--- src/rtl/obm_pkg.sv ---
// Package: shared types and codes for the order book matcher.
`default_nettype none
package obm_pkg;
	typedef enum logic [1:0] {
		ACT_CLEAR  = 2'd0,
		ACT_LOAD   = 2'd1,
		ACT_MARKET = 2'd2,
		ACT_LIMIT  = 2'd3
	} action_t;

	localparam logic SIDE_BUY  = 1'b0;
	localparam logic SIDE_SELL = 1'b1;

	localparam logic STATUS_OK   = 1'b0;
	localparam logic STATUS_FULL = 1'b1;

	typedef enum logic [4:0] {
		ST_IDLE   = 5'b00001,
		ST_SCAN   = 5'b00010,
		ST_SHIFT  = 5'b00100,
		ST_TAKE   = 5'b01000,
		ST_POP    = 5'b10000
	} state_t;
endpackage
`default_nettype wire

--- src/rtl/order_book_matcher_unit.sv ---
// Top level: price-time priority order book with iterative load and match sequencer.
//
//  channel  | direction | handshake            | words
//  ---------+-----------+----------------------+------------------------------
//  command  | in        | start & !busy        | action, order_side, price, qty
//  result   | out       | valid (one cycle)    | is_fill, fill_*, unfilled, ...
//
// Sequencing: a clear empties both sides and gives the summary. A load scans
// the book one entry a cycle to find its place, then shifts the tail one entry
// a cycle. A market or limit order uses one shared compare and subtract unit:
// each fill that leaves a remainder leads straight to the next take, each fill
// that empties the best order to a pop that shifts the book; then the summary.
// Reset clears the counts and the sequencer; book entries are undefined.
// The receiver cannot stall: each result word shows on the ports for one cycle.
`default_nettype none
module order_book_matcher_unit
	import obm_pkg::*;
#(
	parameter int BOOK_DEPTH = 16
) (
	input  wire logic        clk,
	input  wire logic        arst_n,
	input  wire logic        start,
	output logic             busy,
	input  wire logic [1:0]  action,
	input  wire logic        order_side,
	input  wire logic [31:0] order_price,
	input  wire logic [31:0] order_qty,
	output logic             valid,
	output logic             is_fill,
	output logic [31:0]      fill_price,
	output logic [31:0]      fill_qty,
	output logic [31:0]      unfilled_qty,
	output logic             status,
	output logic             last
);
	localparam int IW = $clog2(BOOK_DEPTH);
	localparam int CW = $clog2(BOOK_DEPTH + 1);
	localparam logic [CW-1:0] DEPTH_C = CW'(BOOK_DEPTH);

	// Book storage: index 0 of each side is the best order.
	logic [31:0] bp_q [BOOK_DEPTH];
	logic [31:0] bq_q [BOOK_DEPTH];
	logic [31:0] ap_q [BOOK_DEPTH];
	logic [31:0] aq_q [BOOK_DEPTH];
	logic [CW-1:0] bid_cnt_q, ask_cnt_q;

	state_t      state_q;
	logic        side_q;      // book side worked on: 1 ask book
	logic        lim_q;       // limit order, check price
	logic [31:0] price_q, qty_q;
	logic [CW-1:0] idx_q;     // scan / shift position
	logic [CW-1:0] nfill_q;   // fills emitted so far

	// Current side view
	logic [CW-1:0] cnt;
	logic [31:0]   p_at, p_prev, q_prev, p_next, q_next, p0, q0;
	logic [IW-1:0] ia, ip, inx;
	assign cnt = side_q ? ask_cnt_q : bid_cnt_q;
	assign ia  = idx_q[IW-1:0];
	assign ip  = IW'(idx_q - 1'b1);
	assign inx = IW'(idx_q + 1'b1);
	assign p_at   = side_q ? ap_q[ia] : bp_q[ia];
	assign p_prev = side_q ? ap_q[ip] : bp_q[ip];
	assign q_prev = side_q ? aq_q[ip] : bq_q[ip];
	assign p_next = side_q ? ap_q[inx] : bp_q[inx];
	assign q_next = side_q ? aq_q[inx] : bq_q[inx];
	assign p0 = side_q ? ap_q[0] : bp_q[0];
	assign q0 = side_q ? aq_q[0] : bq_q[0];

	// Shared compare / subtract unit
	logic        beyond;   // scanned entry ranks after the new order
	logic        qlt;
	logic [31:0] take, rem;
	assign beyond = side_q ? (p_at > price_q) : (p_at < price_q);
	assign qlt  = qty_q < q0;
	assign take = qlt ? qty_q : q0;
	assign rem  = q0 - take;

	logic can_take;
	assign can_take = (qty_q != 0) && (cnt != 0) && (nfill_q < DEPTH_C)
		&& !(lim_q && (p0 > price_q));

	assign busy = (state_q != ST_IDLE);

	// Insert slot: held in ins_q during the shift
	logic [CW-1:0] ins_q;

	always_ff @(posedge clk) begin
		case (state_q)
			ST_SHIFT: begin
				if (idx_q == ins_q) begin
					if (side_q) begin ap_q[ia] <= price_q; aq_q[ia] <= qty_q; end
					else begin bp_q[ia] <= price_q; bq_q[ia] <= qty_q; end
				end else begin
					if (side_q) begin ap_q[ia] <= p_prev; aq_q[ia] <= q_prev; end
					else begin bp_q[ia] <= p_prev; bq_q[ia] <= q_prev; end
				end
			end
			ST_TAKE: begin
				if (can_take && qlt) begin
					if (side_q) aq_q[0] <= rem;
					else bq_q[0] <= rem;
				end
			end
			ST_POP: begin
				if (side_q) begin ap_q[ia] <= p_next; aq_q[ia] <= q_next; end
				else begin bp_q[ia] <= p_next; bq_q[ia] <= q_next; end
			end
			default: ;
		endcase
	end

	always_ff @(posedge clk or negedge arst_n) begin
		if (!arst_n) begin
			state_q   <= ST_IDLE;
			bid_cnt_q <= '0;
			ask_cnt_q <= '0;
			valid     <= 1'b0;
			last      <= 1'b0;
			side_q    <= 1'b0;
			lim_q     <= 1'b0;
			idx_q     <= '0;
			ins_q     <= '0;
			nfill_q   <= '0;
			price_q   <= '0;
			qty_q     <= '0;
			is_fill   <= 1'b0;
			fill_price <= '0;
			fill_qty   <= '0;
			unfilled_qty <= '0;
			status    <= 1'b0;
		end else begin
			case (state_q)
				ST_IDLE: begin
					valid <= 1'b0;
					if (start) begin
						price_q <= order_price;
						idx_q   <= '0;
						case (action_t'(action))
							ACT_CLEAR: begin
								bid_cnt_q <= '0;
								ask_cnt_q <= '0;
								qty_q   <= '0;
								lim_q   <= 1'b0;
								nfill_q <= '0;
								state_q <= ST_TAKE;
							end
							ACT_LOAD: begin
								side_q  <= order_side;
								qty_q   <= order_qty;
								lim_q   <= 1'b0;
								nfill_q <= '0;
								// zero quantity: skip the insert, go straight to the summary
								state_q <= (order_qty == '0) ? ST_TAKE : ST_SCAN;
							end
							ACT_MARKET: begin
								side_q  <= ~order_side;
								qty_q   <= order_qty;
								lim_q   <= 1'b0;
								nfill_q <= '0;
								state_q <= ST_TAKE;
							end
							default: begin
								// limit buy checks asks; limit sell is blocked by a full fill count
								side_q  <= SIDE_SELL;
								qty_q   <= order_qty;
								lim_q   <= (order_side == SIDE_BUY);
								nfill_q <= (order_side == SIDE_SELL) ? DEPTH_C : '0;
								state_q <= ST_TAKE;
							end
						endcase
					end
				end
				ST_SCAN: begin
					if (cnt >= DEPTH_C) begin
						valid <= 1'b1; last <= 1'b1; is_fill <= 1'b0;
						fill_price <= '0; fill_qty <= '0; unfilled_qty <= '0;
						status <= STATUS_FULL;
						state_q <= ST_IDLE;
					end else if (idx_q == cnt || beyond) begin
						valid <= 1'b0;
						ins_q <= idx_q;
						idx_q <= cnt;
						state_q <= ST_SHIFT;
					end else begin
						valid <= 1'b0;
						idx_q <= idx_q + 1'b1;
					end
				end
				ST_SHIFT: begin
					if (idx_q == ins_q) begin
						if (side_q) ask_cnt_q <= ask_cnt_q + 1'b1;
						else bid_cnt_q <= bid_cnt_q + 1'b1;
						valid <= 1'b1; last <= 1'b1; is_fill <= 1'b0;
						fill_price <= '0; fill_qty <= '0; unfilled_qty <= '0;
						status <= STATUS_OK;
						state_q <= ST_IDLE;
					end else begin
						valid <= 1'b0;
						idx_q <= idx_q - 1'b1;
					end
				end
				ST_TAKE: begin
					valid <= 1'b1;
					status <= STATUS_OK;
					if (can_take) begin
						is_fill <= 1'b1; last <= 1'b0;
						fill_price <= p0; fill_qty <= take; unfilled_qty <= '0;
						qty_q <= qty_q - take;
						nfill_q <= nfill_q + 1'b1;
						if (!qlt) begin
							idx_q <= '0;
							state_q <= ST_POP;
						end
					end else begin
						is_fill <= 1'b0; last <= 1'b1;
						fill_price <= '0; fill_qty <= '0; unfilled_qty <= qty_q;
						state_q <= ST_IDLE;
					end
				end
				ST_POP: begin
					valid <= 1'b0;
					if ((idx_q + 1'b1) >= cnt) begin
						if (side_q) ask_cnt_q <= ask_cnt_q - 1'b1;
						else bid_cnt_q <= bid_cnt_q - 1'b1;
						state_q <= ST_TAKE;
					end else idx_q <= idx_q + 1'b1;
				end
				default: begin
					valid <= 1'b0;
					state_q <= ST_IDLE;
				end
			endcase
		end
	end

`ifndef SYNTHESIS
	a_cnt_bid: assert property (@(posedge clk) disable iff (!arst_n) bid_cnt_q <= DEPTH_C)
		else $error("bid count beyond depth");
	a_cnt_ask: assert property (@(posedge clk) disable iff (!arst_n) ask_cnt_q <= DEPTH_C)
		else $error("ask count beyond depth");
	a_idle_nv: assert property (@(posedge clk) disable iff (!arst_n)
		valid && last |-> state_q == ST_IDLE)
		else $error("summary word shown while not idle");
	a_fill_nz: assert property (@(posedge clk) disable iff (!arst_n)
		valid && is_fill |-> fill_qty != 0)
		else $error("empty fill word");
`endif
endmodule
`default_nettype wire
--- config.mk ---
export PLATFORM = sky130hd
export DESIGN_NAME = order_book_matcher_unit
export DESIGN_NICKNAME = d
export VERILOG_FILES = /design/src/rtl/obm_pkg.sv /design/src/rtl/order_book_matcher_unit.sv
export SDC_FILE = /design/constraint.sdc
export NUM_CORES = 2
export LEC_CHECK = 0
export BUFFER_PORTS_ARGS = -buffer_cell sky130_fd_sc_hd__buf_2
export CORE_MARGIN = 1.5
export CORE_UTILIZATION = 24
export DETAILED_ROUTE_END_ITERATION = 7
export GPL_TIMING_DRIVEN = 0
export HOLD_SLACK_MARGIN = 0.15
export PLACE_DENSITY_LB_ADDON = 0.08
export SYNTH_ARGS = -nofsm -noshare
export SYNTH_HDL_FRONTEND = slang
export SYNTH_SLANG_ARGS = --single-unit
--- constraint.sdc ---
create_clock -name clk -period 10.07 [get_ports clk]
set_input_delay 1.5105 -clock clk [delete_from_list [all_inputs] [get_ports clk]]
set_output_delay 1.5105 -clock clk [all_outputs]
set_load 0.02 [all_outputs]
==> flow_metrics.py <==
metrics = {
    "final_layout": {
        "multi_input_area_um2": 49800,
        "nNetsFinal": 7227,
        "drive_gt1_share_pct": 38.9,
        "nFillCells": 48400,
        "final_cell_mix": "edfxtp_1, mux4_2, buf_2, nand2_1, clkbuf_16",
        "final_common_cell": "edfxtp_1",
        "postLayoutCoreUtil_pct": 28.5,
        "area_delta_synth_final_pct": 18.1,
        "seq_area_um2": 66400,
    },
    "cts": {
        "clock_latency_ns": 0.96,
        "cts_buffers": 287,
        "cts_tree": "built",
        "clkSinkCount": 2244,
        "cts.clk_slew.worst_paths_ns": 0.06,
        "clock-root-buffer": "clkbuf_16",
        "ctsHoldBuffers": 0,
        "cts.path.max_buffers": 4,
        "h-tree-depth": 5,
    },
    "synth": {
        "yosysTopAreaCell": "edfxtp_1",
        "synth.area.top_cells": "edfxtp_1, mux4_2, dfrtp_1, ha_1, mux2i_1",
        "synthFlopType": "edfxtp_1",
        "syn_nets": 6610,
        "yosysTopAreaCellShare_pct": 52.0,
        "netlist_area_um2": 118000,
        "synth_warnings": 0,
        "async_reset_ff_share_pct": 8.73,
        "ys_types": 79,
        "synth_enable_flop_cells": 2048,
        "synth_area_per_cell_um2": 18.6,
        "ys_ff_latch": 2244,
        "ys_seq_area_share_pct": 56.2,
        "postSynthCellCount": 6358,
    },
    "timing": {
        "skew_ns": 0.0446,
        "layout_min_cycle_time_ns": 9.42,
        "fmax_mhz": 106,
        "finalCritPeriodShare_pct": 93.5,
        "setup_slack_ns": 0.652,
        "slew_headroom_pct": -1.94,
        "setup_violations": 0,
        "hold_viol": 0,
        "tightest_slew_ns": 1.53,
        "slew_viol_final": 56,
        "fin_tns_setup_ns": 0,
        "rsz0062_at_grt": "no",
    },
    "power_and_ir_drop": {
        "p_seq_share_pct": 25.9,
        "clkPwrFrac_pct": 20.2,
        "ir_drop_uv": 249,
        "leakage_nw": 44.6,
        "switching_share_pct": 44.8,
        "p_int_mw": 27.5,
        "p_sw_mw": 22.3,
        "p_comb_share_pct": 53.9,
        "power_density_nw_per_um2": 357,
    },
    "setup_path": {
        "crit_type": "reg2reg",
        "cp_max_fo": 19,
        "crit_end": "bq_q[2][26]$_DFFE_PP_",
        "cp.arrival_ns": 9.91,
        "cp_data_required_time_ns": 10.56,
        "crit_start": "side_q$_DFFE_PN0P_",
        "regToRegStartpoint": "side_q$_DFFE_PN0P_",
        "startpoint_type": "register",
        "crit_path_end_kind": "register",
        "r2r_cells": 25,
        "r2r_end": "bq_q[2][26]$_DFFE_PP_",
        "r2r_slack_ns": 0.65,
    },
    "grt": {
        "grt_max_degree": 92,
        "grt-ovfl-total": 0,
        "track_usage_pct": 23.2,
        "grt_pass1_vias": 76300,
        "antenna_found_initial": 30,
        "grt_pass1_wl_um": 770000,
    },
    "placement": {
        "io_buffers": 170,
        "gp_congestion": 0.857,
        "pre_cts_slack_ns": -1.22,
        "hpwl_um": 422000,
    },
    "detailed_routing": {
        "vias_per_cell": 5.53,
        "wl_met2_um": 288000,
        "firstDrtPassIters": 6,
        "via_count": 75700,
        "top_layer": "met5",
        "drt-met1-wl_um": 245000,
        "ant_nets": 0,
        "first_iter_violations": 8906,
        "drc": 0,
        "totalWireLength_um": 591000,
        "wire_per_inst_um": 43.1,
        "wl_met3_um": 33200,
    },
    "die": {
        "dieWidth_um": 705,
        "dieHeight_um": 705,
        "io_pins": 171,
        "num_rows": 257,
        "dieArea_um2": 497000,
        "fp.coreArea_um2": 490000,
        "start_util_pct": 24.1,
    },
    "outcome": {
        "status": "complete, but fails checks",
        "failed_checks": "max-capacitance violations, max-slew violations",
    },
    "flow_run": {
        "maxCapViolCount": 6,
    },
    "hold_path": {
        "hp-class": "in2async",
    },
}
-- cell type report --
cell class / count / area share (%)
flip-flops and latches: 2244 / 47.6
inverters: 92 / 0.247
clock inverters: 127 / 0.686
repair buffers: 329 / 2.74
clock buffers: 379 / 5.62
multi-input cells: 3532 / 35.7
plain buffers: 489 / 1.63
diodes: 21 / 0.0376
well taps: 6475 / 5.80
-- kinds of logic (layout without fill, tap and decap cells) --
logic type,count (synthesis),in the layout,synth area share (%)
compound gates,702,702,3.82
mux,1867,1867,32.7
xor+xnor,76,76,0.563
simple gates,705,705,2.68
fa+ha+maj,182,182,1.95
flops,2244,2244,56.2
buf+inv,582,1416,2.09
other cells,0,21,0
-- power by group through the flow --
stage,registers [mW],logic (mW),clock network (mW)
after floorplan,12.2,15.0,0
after global placement,13.2,26.4,0
after detailed placement,13.1,26.8,0
after CTS,12.9,26.9,10.3
after global routing,12.9,27.9,10.6
final,12.9,26.8,10.1
-- worst min-delay path by stage --
stage | startpoint | end | slack [ns] | depth (start not counted)
6_report | arst_n | fill_price[6]$_DFFE_PN0P_ | 0.44 | 1
5_1_grt | arst_n | fill_price[6]$_DFFE_PN0P_ | 0.42 | 1
4_1_cts | arst_n | fill_price[6]$_DFFE_PN0P_ | 0.37 | 1
2_1_floorplan | bid_cnt_q[4]$_DFFE_PN0P_ | bid_cnt_q[4]$_DFFE_PN0P_ | 0.45 | 1
3_5_place_dp | is_fill$_DFFE_PN0P_ | is_fill$_DFFE_PN0P_ | 0.47 | 2
3_3_place_gp | is_fill$_DFFE_PN0P_ | is_fill$_DFFE_PN0P_ | 0.46 | 2
-- metrics by stage --
stage                     hold WS [ns]  instances  total power [mW]  area [um2]
after floorplan                  0.446       6358              27.3      118000
after global placement           0.460      13000              39.6      127000
after detailed placement         0.466      13200              39.9      131000
after CTS                        0.371      13700              50.1      139000
after global routing             0.419      13700              51.3      140000
final                            0.435      13700              49.8      140000
-- registers in the layout (all words and copies together), names as in the netlist, 32 cells and up --
| name | flops |
|---|---|
| ap_q | 512 |
| aq_q | 512 |
| bp_q | 512 |
| bq_q | 512 |
| fill_price | 32 |
| fill_qty | 32 |
| price_q | 32 |
| qty_q | 32 |
| unfilled_qty | 32 |
-- metal layers --
layer,vias to the layer above,track usage (%)
met2,3630,39.2
met1,42700,30.5
met4,6,8.10
li1,28700,-
met3,750,3.45
met5,-,0
-- Yosys cell counts (5+ instances only) --
cell type     n
a211o_1       7
clkbuf_1    225
or3_1         5
dfrtp_1     195
a21oi_1     174
o31ai_1       6
nor2b_1      19
xor2_1       41
o22ai_1       7
ha_1        178
o221ai_1      5
mux2_2      104
nand2_1     312
buf_6         8
o21ai_0     164
nand3_1      29
nand4_1      29
mux4_2     1585
buf_1       106
and2_1       36
inv_1        89
a311oi_1      6
nor2_1      190
nor4_1       19
xnor2_1      35
mux2i_1     174
o211ai_1     64
buf_4        15
a31oi_1      36
o21bai_1      8
o21ai_1      13
o21ai_2      17
buf_2       136
a21o_1       53
a22o_1       65
edfxtp_1   2048
nor3_1       12
and3_1       14
a211oi_1     20
nand2b_1     19
o21a_1       22
-- worst max-delay path: stages, from the launching register on --
cell      delay, ns
dfrtp_1        0.32
buf_4          0.44
clkbuf_2       0.61
mux2_2         0.48
inv_1          0.08
ha_1           0.22
a21boi_0       0.16
o311ai_1       0.40
a211oi_1       0.18
o211ai_1       0.40
nand2_1        0.33
buf_4          0.32
buf_4          0.25
a21oi_2        0.54
ha_1           0.31
inv_1          0.08
fa_1           0.45
a21oi_1        0.27
o22ai_1        0.21
o41ai_1        0.64
a21oi_1        0.28
nor4_1         0.27
o21bai_1       0.19
a21oi_1        0.21
xor2_1         0.62
o21ai_1        0.56
-- repair_timing --
item	CTS	global route
pin swaps	0	1
gates resized for setup	16	7
setup buffers	0	1
gates cloned	0	0
setup endpoints to repair	464	236
Note: power is estimated with default switching activity, not from simulation.
